## config.mk

```make
export PLATFORM = sky130hd
export DESIGN_NAME = latency_histogram_binning
export DESIGN_NICKNAME = d
export VERILOG_FILES = /design/src/hw/rtl/lhb_pkg.sv /design/src/hw/rtl/lhb_cell.sv /design/src/hw/rtl/lhb_stats.sv /design/src/hw/rtl/latency_histogram_binning.sv
export VERILOG_INCLUDE_DIRS = /design/src /design/src/hw/rtl
export SDC_FILE = /design/constraint.sdc
export NUM_CORES = 2
export LEC_CHECK = 0
export BUFFER_PORTS_ARGS = -buffer_cell sky130_fd_sc_hd__buf_2
export CAP_MARGIN = 20
export CORE_UTILIZATION = 30
export DETAILED_ROUTE_END_ITERATION = 6
export GPL_ROUTABILITY_DRIVEN = 0
export PLACE_DENSITY = 0.52
export REMOVE_ABC_BUFFERS = 1
export SLEW_MARGIN = 20
export SYNTH_ARGS = -nofsm -noshare
export SYNTH_HDL_FRONTEND = slang
export SYNTH_SLANG_ARGS = --single-unit
export TNS_END_PERCENT = 1
```

## constraint.sdc

```tcl
create_clock -name clk -period 7.12 [get_ports clk]
set_input_delay 2.136 -clock clk [delete_from_list [all_inputs] [get_ports clk]]
set_output_delay 2.136 -clock clk [all_outputs]
set_load 0.02 [all_outputs]
```

## src/hw/rtl/latency_histogram_binning_assert.svh

```systemverilog
// Assertion macros shared by the latency histogram RTL.
// Users must have clk and rst_n in scope; no other dependencies.
`ifndef LATENCY_HISTOGRAM_BINNING_ASSERT_SVH
`define LATENCY_HISTOGRAM_BINNING_ASSERT_SVH

// Checks that cons holds in the cycle after ante.
`define LHB_ASSERT_NEXT(label, ante, cons, msg) \
  label: assert property (@(posedge clk) disable iff (!rst_n) (ante) |=> (cons)) \
    else $error(msg);

// Checks that expr holds at every clock edge outside reset.
`define LHB_ASSERT_ALWAYS(label, expr, msg) \
  label: assert property (@(posedge clk) disable iff (!rst_n) (expr)) \
    else $error(msg);

`endif

```

## src/hw/rtl/lhb_pkg.sv

```systemverilog
// Package for the latency histogram: sizes, beat types, function codes
// and the fixed bucket bound table. No dependencies.
package lhb_pkg;

  localparam int NUM_BUCKETS = 19;
  localparam int COUNT_WIDTH = 32;
  localparam int VALUE_WIDTH = 32;
  localparam int SUM_WIDTH   = 64;
  localparam int SEL_WIDTH   = 5;
  localparam int HIT_WIDTH   = 5;
  localparam int DATA_WIDTH  = 64;

  typedef enum logic [1:0] {
    FUNC_OBSERVE = 2'd0,
    FUNC_READ    = 2'd1,
    FUNC_CLEAR   = 2'd2
  } func_t;

  localparam logic [SEL_WIDTH-1:0] SEL_OVERFLOW = SEL_WIDTH'(NUM_BUCKETS);
  localparam logic [SEL_WIDTH-1:0] SEL_COUNT    = SEL_WIDTH'(NUM_BUCKETS + 1);
  localparam logic [SEL_WIDTH-1:0] SEL_MIN      = SEL_WIDTH'(NUM_BUCKETS + 2);
  localparam logic [SEL_WIDTH-1:0] SEL_MAX      = SEL_WIDTH'(NUM_BUCKETS + 3);
  localparam logic [SEL_WIDTH-1:0] SEL_SUM      = SEL_WIDTH'(NUM_BUCKETS + 4);

  localparam logic [HIT_WIDTH-1:0] HIT_OVERFLOW = HIT_WIDTH'(NUM_BUCKETS);

  typedef struct packed {
    func_t                  func;
    logic [VALUE_WIDTH-1:0] lat_ns;
    logic [SEL_WIDTH-1:0]   read_select;
  } in_beat_t;

  typedef struct packed {
    logic [HIT_WIDTH-1:0]  bucket_hit;
    logic [DATA_WIDTH-1:0] read_data;
  } out_beat_t;

  // Decoded operation for the cells and the statistics unit.
  typedef struct packed {
    logic                 observe;
    logic                 read;
    logic                 clear;
    logic [SEL_WIDTH-1:0] read_select;
  } cell_ctl_t;

  // Inclusive upper bound of bucket k; slots past the table return all ones.
  function automatic logic [VALUE_WIDTH-1:0] bucket_bound(input int k);
    logic [VALUE_WIDTH-1:0] b;
    case (k)
      0:       b = VALUE_WIDTH'(64'd1000);
      1:       b = VALUE_WIDTH'(64'd2500);
      2:       b = VALUE_WIDTH'(64'd5000);
      3:       b = VALUE_WIDTH'(64'd10000);
      4:       b = VALUE_WIDTH'(64'd25000);
      5:       b = VALUE_WIDTH'(64'd50000);
      6:       b = VALUE_WIDTH'(64'd100000);
      7:       b = VALUE_WIDTH'(64'd250000);
      8:       b = VALUE_WIDTH'(64'd500000);
      9:       b = VALUE_WIDTH'(64'd1000000);
      10:      b = VALUE_WIDTH'(64'd2500000);
      11:      b = VALUE_WIDTH'(64'd5000000);
      12:      b = VALUE_WIDTH'(64'd10000000);
      13:      b = VALUE_WIDTH'(64'd25000000);
      14:      b = VALUE_WIDTH'(64'd50000000);
      15:      b = VALUE_WIDTH'(64'd100000000);
      16:      b = VALUE_WIDTH'(64'd250000000);
      17:      b = VALUE_WIDTH'(64'd500000000);
      18:      b = VALUE_WIDTH'(64'd1000000000);
      default: b = '1;
    endcase
    return b;
  endfunction

endpackage

```

## src/hw/rtl/lhb_cell.sv

```systemverilog
// One histogram bucket: its bound compare and its saturating counter.
// Cells are chained on the compare flag, hit index and read data. Uses lhb_pkg.
module lhb_cell (
  input  logic                               clk,
  input  logic                               rst_n,
  input  lhb_pkg::cell_ctl_t                 ctl_i,
  input  logic [lhb_pkg::VALUE_WIDTH-1:0]    value_i,
  input  logic [lhb_pkg::VALUE_WIDTH-1:0]    bound_i,
  input  logic [lhb_pkg::HIT_WIDTH-1:0]      idx_i,
  input  logic                               le_prev_i,
  input  logic [lhb_pkg::HIT_WIDTH-1:0]      hidx_i,
  input  logic [lhb_pkg::COUNT_WIDTH-1:0]    rd_i,
  output logic                               le_o,
  output logic                               hit_o,
  output logic [lhb_pkg::HIT_WIDTH-1:0]      hidx_o,
  output logic [lhb_pkg::COUNT_WIDTH-1:0]    rd_o
);

  logic [lhb_pkg::COUNT_WIDTH-1:0] count_r;
  logic [lhb_pkg::COUNT_WIDTH-1:0] count_nxt;
  logic                            sel_me;

  // Bounds ascend, so the first bucket at or above the value is the one whose
  // left neighbor's bound is below it.
  assign le_o   = (value_i <= bound_i);
  assign hit_o  = le_o && !le_prev_i;
  assign hidx_o = hidx_i | (hit_o ? idx_i : '0);
  assign sel_me = (ctl_i.read_select == lhb_pkg::SEL_WIDTH'(idx_i));
  assign rd_o   = rd_i | (sel_me ? count_r : '0);

  always_comb begin
    count_nxt = count_r;
    if (ctl_i.clear) begin
      count_nxt = '0;
    end else if (ctl_i.observe && hit_o && (count_r != '1)) begin
      count_nxt = count_r + 1'b1;
    end
  end

  always_ff @(posedge clk) begin
    if (!rst_n) begin
      count_r <= '0;
    end else begin
      count_r <= count_nxt;
    end
  end

endmodule

```

## src/hw/rtl/lhb_stats.sv

```systemverilog
// Overflow counter and running statistics: count, min, max and saturating sum.
// Also selects the statistic for reads beyond the buckets. Uses lhb_pkg.
module lhb_stats (
  input  logic                              clk,
  input  logic                              rst_n,
  input  lhb_pkg::cell_ctl_t                ctl_i,
  input  logic [lhb_pkg::VALUE_WIDTH-1:0]   value_i,
  input  logic                              overflow_i,
  output logic [lhb_pkg::DATA_WIDTH-1:0]    rd_o,
  output logic                              empty_o
);

  logic [lhb_pkg::COUNT_WIDTH-1:0] ovf_r, ovf_nxt;
  logic [lhb_pkg::COUNT_WIDTH-1:0] samples_r, samples_nxt;
  logic [lhb_pkg::VALUE_WIDTH-1:0] min_r, min_nxt;
  logic [lhb_pkg::VALUE_WIDTH-1:0] max_r, max_nxt;
  logic [lhb_pkg::SUM_WIDTH-1:0]   sum_r, sum_nxt;
  logic [lhb_pkg::SUM_WIDTH:0]     sum_add;

  assign sum_add = {1'b0, sum_r} + (lhb_pkg::SUM_WIDTH + 1)'(value_i);
  assign empty_o = (samples_r == '0);

  always_comb begin
    ovf_nxt     = ovf_r;
    samples_nxt = samples_r;
    min_nxt     = min_r;
    max_nxt     = max_r;
    sum_nxt     = sum_r;
    if (ctl_i.clear) begin
      ovf_nxt     = '0;
      samples_nxt = '0;
      min_nxt     = '1;
      max_nxt     = '0;
      sum_nxt     = '0;
    end else if (ctl_i.observe) begin
      if (overflow_i && (ovf_r != '1)) begin
        ovf_nxt = ovf_r + 1'b1;
      end
      if (samples_r != '1) begin
        samples_nxt = samples_r + 1'b1;
      end
      if (value_i < min_r) begin
        min_nxt = value_i;
      end
      if (value_i > max_r) begin
        max_nxt = value_i;
      end
      // A carry out of the top bit means the sum has passed its maximum.
      sum_nxt = sum_add[lhb_pkg::SUM_WIDTH] ? '1 : sum_add[lhb_pkg::SUM_WIDTH-1:0];
    end
  end

  always_comb begin
    case (ctl_i.read_select)
      lhb_pkg::SEL_OVERFLOW: rd_o = lhb_pkg::DATA_WIDTH'(ovf_r);
      lhb_pkg::SEL_COUNT:    rd_o = lhb_pkg::DATA_WIDTH'(samples_r);
      lhb_pkg::SEL_MIN:      rd_o = empty_o ? '0 : lhb_pkg::DATA_WIDTH'(min_r);
      lhb_pkg::SEL_MAX:      rd_o = empty_o ? '0 : lhb_pkg::DATA_WIDTH'(max_r);
      lhb_pkg::SEL_SUM:      rd_o = lhb_pkg::DATA_WIDTH'(sum_r);
      default:               rd_o = '0;
    endcase
  end

  always_ff @(posedge clk) begin
    if (!rst_n) begin
      ovf_r     <= '0;
      samples_r <= '0;
      min_r     <= '1;
      max_r     <= '0;
      sum_r     <= '0;
    end else begin
      ovf_r     <= ovf_nxt;
      samples_r <= samples_nxt;
      min_r     <= min_nxt;
      max_r     <= max_nxt;
      sum_r     <= sum_nxt;
    end
  end

endmodule

```

## src/hw/rtl/latency_histogram_binning.sv

```systemverilog
// Channel  | Direction | Beat type           | Handshake
// in_      | input     | lhb_pkg::in_beat_t  | in_valid / in_ready
// out_     | output    | lhb_pkg::out_beat_t | out_valid / out_ready
//
// Each item is decoded, applied to the bucket cells and statistics, and its
// result lands in the output register at the edge that accepts it.
// One item per cycle while the output drains, set by one bound compare per cell.
// in_ready is high whenever the output register is empty or being drained.
// Reset (rst_n low, synchronous) zeroes all counters and sets the minimum to
// all ones; it needs no clearing pass.
// Top level of the latency histogram. Uses lhb_pkg, lhb_cell, lhb_stats and
// the assertion macros in latency_histogram_binning_assert.svh.
`include "latency_histogram_binning_assert.svh"

module latency_histogram_binning (
  input  logic                clk,
  input  logic                rst_n,
  input  logic                in_valid,
  output logic                in_ready,
  input  lhb_pkg::in_beat_t   in_data,
  output logic                out_valid,
  input  logic                out_ready,
  output lhb_pkg::out_beat_t  out_data
);

  localparam int NB = lhb_pkg::NUM_BUCKETS;

  logic                            in_fire;
  lhb_pkg::cell_ctl_t              ctl;
  logic [NB:0]                     le_chain;
  logic [NB-1:0]                   hit_vec;
  logic [lhb_pkg::HIT_WIDTH-1:0]   hidx_chain [NB+1];
  logic [lhb_pkg::COUNT_WIDTH-1:0] rd_chain [NB+1];
  logic [lhb_pkg::DATA_WIDTH-1:0]  stat_rd;
  logic                            stat_empty;
  logic                            overflow;
  logic                            out_valid_r, out_valid_nxt;
  lhb_pkg::out_beat_t              out_data_r, out_data_nxt;

  assign in_ready = !out_valid_r || out_ready;
  assign in_fire  = in_valid && in_ready;

  always_comb begin
    ctl             = '0;
    ctl.read_select = in_data.read_select;
    if (in_fire) begin
      case (in_data.func)
        lhb_pkg::FUNC_OBSERVE: ctl.observe = 1'b1;
        lhb_pkg::FUNC_READ:    ctl.read    = 1'b1;
        lhb_pkg::FUNC_CLEAR:   ctl.clear   = 1'b1;
        default:               ctl         = '0;
      endcase
    end
  end

  assign le_chain[0]   = 1'b0;
  assign hidx_chain[0] = '0;
  assign rd_chain[0]   = '0;

  for (genvar k = 0; k < NB; k++) begin : g_cell
    lhb_cell u_cell (
      .clk       (clk),
      .rst_n     (rst_n),
      .ctl_i     (ctl),
      .value_i   (in_data.lat_ns),
      .bound_i   (lhb_pkg::bucket_bound(k)),
      .idx_i     (lhb_pkg::HIT_WIDTH'(k)),
      .le_prev_i (le_chain[k]),
      .hidx_i    (hidx_chain[k]),
      .rd_i      (rd_chain[k]),
      .le_o      (le_chain[k+1]),
      .hit_o     (hit_vec[k]),
      .hidx_o    (hidx_chain[k+1]),
      .rd_o      (rd_chain[k+1])
    );
  end

  // No cell at or above the value means it belongs to the overflow counter.
  assign overflow = !le_chain[NB];

  lhb_stats u_stats (
    .clk        (clk),
    .rst_n      (rst_n),
    .ctl_i      (ctl),
    .value_i    (in_data.lat_ns),
    .overflow_i (overflow),
    .rd_o       (stat_rd),
    .empty_o    (stat_empty)
  );

  always_comb begin
    out_valid_nxt = out_valid_r;
    out_data_nxt  = out_data_r;
    if (out_valid_r && out_ready) begin
      out_valid_nxt = 1'b0;
    end
    if (in_fire) begin
      out_valid_nxt = 1'b1;
      out_data_nxt  = '0;
      if (ctl.observe) begin
        out_data_nxt.bucket_hit = overflow ? lhb_pkg::HIT_OVERFLOW : hidx_chain[NB];
      end else if (ctl.read) begin
        if (in_data.read_select < lhb_pkg::SEL_OVERFLOW) begin
          out_data_nxt.read_data = lhb_pkg::DATA_WIDTH'(rd_chain[NB]);
        end else begin
          out_data_nxt.read_data = stat_rd;
        end
      end
    end
  end

  always_ff @(posedge clk) begin
    if (!rst_n) begin
      out_valid_r <= 1'b0;
    end else begin
      out_valid_r <= out_valid_nxt;
    end
  end

  always_ff @(posedge clk) begin
    out_data_r <= out_data_nxt;
  end

  assign out_valid = out_valid_r;
  assign out_data  = out_data_r;

  `LHB_ASSERT_ALWAYS(a_single_bucket, $onehot0(hit_vec), "more than one bucket cell hit")
  `LHB_ASSERT_NEXT(a_observe_no_data, ctl.observe, out_data_r.read_data == '0, "observe beat carried read data")
  `LHB_ASSERT_NEXT(a_clear_empties, ctl.clear, stat_empty && (out_data_r == '0), "clear left statistics or a nonzero result")
  `LHB_ASSERT_NEXT(a_result_valid, in_fire, out_valid_r, "accepted beat produced no result")

endmodule

```

==> out/metrics.yaml <==
fin_crit_sh: 0.778
htree_levels: 3
worstMarginPinSlew_ns: 1.19
grt_pass1_vias: 42800
async_reset_ff_frac: 0
dp.cells: 8043
fin_cells: 8237
root_buffer: "clkbuf_16"
crit_fanout: 23
row_count: 147
via_per_inst: 5.75
r2r-start: "out_valid"
portBuffers: 113
grt_pass1_wl_mm: 294
period_minus_slack_ns: 5.54
cts_hold_buf: 0
cts.sinks: 870
hold_viol_final: 0
syn_inst: 5998
report.final.setup_viol: 0
core_um2: 161000
rsz0062_at_grt: "no"
cts_resized: 0
synth_top_family_by_area: "simple AND/OR/NAND/NOR gates"
detailed_place.area_um2: 51700
cap_violations: 0
post_cts.repair.setup_buffers: 0
clk_pin_slew_ns: 0.07
crit_type: "input port to flip-flop"
die_area_um2: 164000
arrival_ns: 6.17
drc: 2
synth-edff-count: 69
ios: 114
ys_warn_count: 0
violations: "design-rule violations"
cts_tree: "done"
cts_buffer_depth: 3
powerDensity_nw_per_um2: 208
syn_area_um2: 48700
avgSynthCellArea_um2: 8.13
first_pass_iters: 7
final_cell_area_um2: 55300
power_leakage_nw: 18.7
nets: 6147
die_w_um: 405
hold_class: "flip-flop to flip-flop"
synth_ff_type: "dfxtp_1"
wl_per_cell_um: 24.6
dp_hpwl_mm: 153
fmax_ghz: 0.181
drtIter0Drc: 6390
drive_gt1_frac: 0.0840
fin_hold_ws_ns: 0.479
hp-start: "u_stats.max_r[9]"
synthDistinctLibCells: 100
fin_util: 0.344
via_count: 47400
crit_path_start_kind: "input port"
setup.worst_path.start: "in_data[16]"
grt_overflow: 0
end_kind: "flip-flop"
numCtsBuffers: 101
ir_worst_vdd_mv: 0.199
slew_viol_final: 0
synth-simple-area-share: 0.283
relSlewSlack: 0.204
finalPower_mw: 11.5
ys_ff_latch: 870
antenna_found_initial: 13
status: "finished with violations"
fin_skew_ns: 0.0534
synthAdderAreaFrac: 0.0304
die_h_um: 405
wirelength_mm: 203
area_delta_synth_final_pct: 13.4
ant_nets: 0
synthMuxAreaShare: 0.0256
synth-xor-area-share: 0.0922
synth_compound_area_frac: 0.156
cp.required_ns: 7.76
seq_area_frac_synth: 0.371
insertion_delay_ns: 0.76
grt_start_max_net_pins: 137
grt_use_total: 0.240
start_util: 0.303
## critical path: stages
cell and delay [ns]:
buf_2 0.42, nor4b_1 0.82, or4b_1 0.55, nor4_2 0.15, buf_4 0.18, o21ai_1 0.21
a31o_2 0.51, nor3_2 0.55, buf_4 0.26, a31oi_1 0.11, a41o_1 0.25
## final cells by class
type,instances,area [um^2]
fillers,16700,106000
multi-input cells,4609,28800
flip-flops and latches,870,18100
clock buffers,136,2860
well taps,2160,2700
repair buffers,223,1490
inverters,181,679
clock inverters,54,671
diodes,4,10.0
## cell families after synthesis
kind of cell / count (synthesis)
simple gates: 2706
xor+xnor: 513
compound gates: 1148
flops: 870
fa+ha+maj: 118
mux: 124
buf+inv: 519
## layer usage
layer  global-route usage  vias up  share of wire
met5                    0        -        0.00020
li1                     -    21700              -
met3               0.0594      445           0.11
met4                0.124        6          0.055
met1                0.326    22800           0.42
met2                0.349     2443           0.41
## cell usage in the layout, fill, tap and decap left out, types with 37 or more instances in the layout
master / n
and3_1: 140
dfxtp_1: 801
inv_1: 181
clkbuf_16: 103
o21ai_0: 228
mux2i_1: 119
xnor2_1: 271
nor3_1: 149
a221oi_1: 38
nand2b_1: 51
and4_1: 87
nor2_1: 751
nor4_1: 76
buf_4: 102
a21oi_1: 318
buf_2: 113
nand4_1: 229
a222oi_1: 37
or3_1: 137
a22oi_1: 201
nand3_1: 299
xor2_1: 242
o211ai_1: 56
ha_1: 117
and2_1: 85
edfxtp_1: 69
nand2_1: 505
## final timing paths
| check | cells after the start | endpoint | slack [ns] |
|---|---|---|---|
| max reg2reg | 10 | out_data[20] | 2.65 |
| min | 2 | u_stats.max_r[9] | 0.48 |
| min reg2reg | 2 | u_stats.max_r[9] | 0.48 |
| max | 11 | g_cell[18].u_cell.count_r[21] | 1.58 |
## power breakdown
part | switching [mW] | internal (mW)
logic | 0.615 | 0.248
clock network | 2.34 | 3.24
registers | 0.0542 | 4.98
total | 3.01 | 8.47
## Yosys cell counts, types with 181 or more instances
cell type | number | area [um^2]
a22oi_1 | 201 | 1510
dfxtp_1 | 801 | 16000
a21oi_1 | 319 | 1600
nand4_1 | 229 | 1430
xnor2_1 | 271 | 2370
nor2_1 | 766 | 2880
nand3_1 | 299 | 1500
nand2_1 | 507 | 1900
o21ai_0 | 228 | 1140
clkbuf_1 | 295 | 1110
xor2_1 | 242 | 2120
inv_1 | 181 | 679
## stage by stage
step	setup TNS [ns]	worst slack [ns]
3_5_place_dp	0	1.01
3_3_place_gp	0	1.07
4_1_cts	0	1.81
6_report	0	1.58
2_1_floorplan	-5798.49	-8.70
5_1_grt	0	1.51
## registers in the layout, summed over array words and instances (netlist names)
name,flops
u_stats.sum_r,64
g_cell.u_cell.count_r,608
u_stats.ovf_r,32
out_data,69
u_stats.samples_r,32
u_stats.max_r,32
out_valid,1
u_stats.min_r,32
Note: power is estimated with default switching activity, not from simulation.
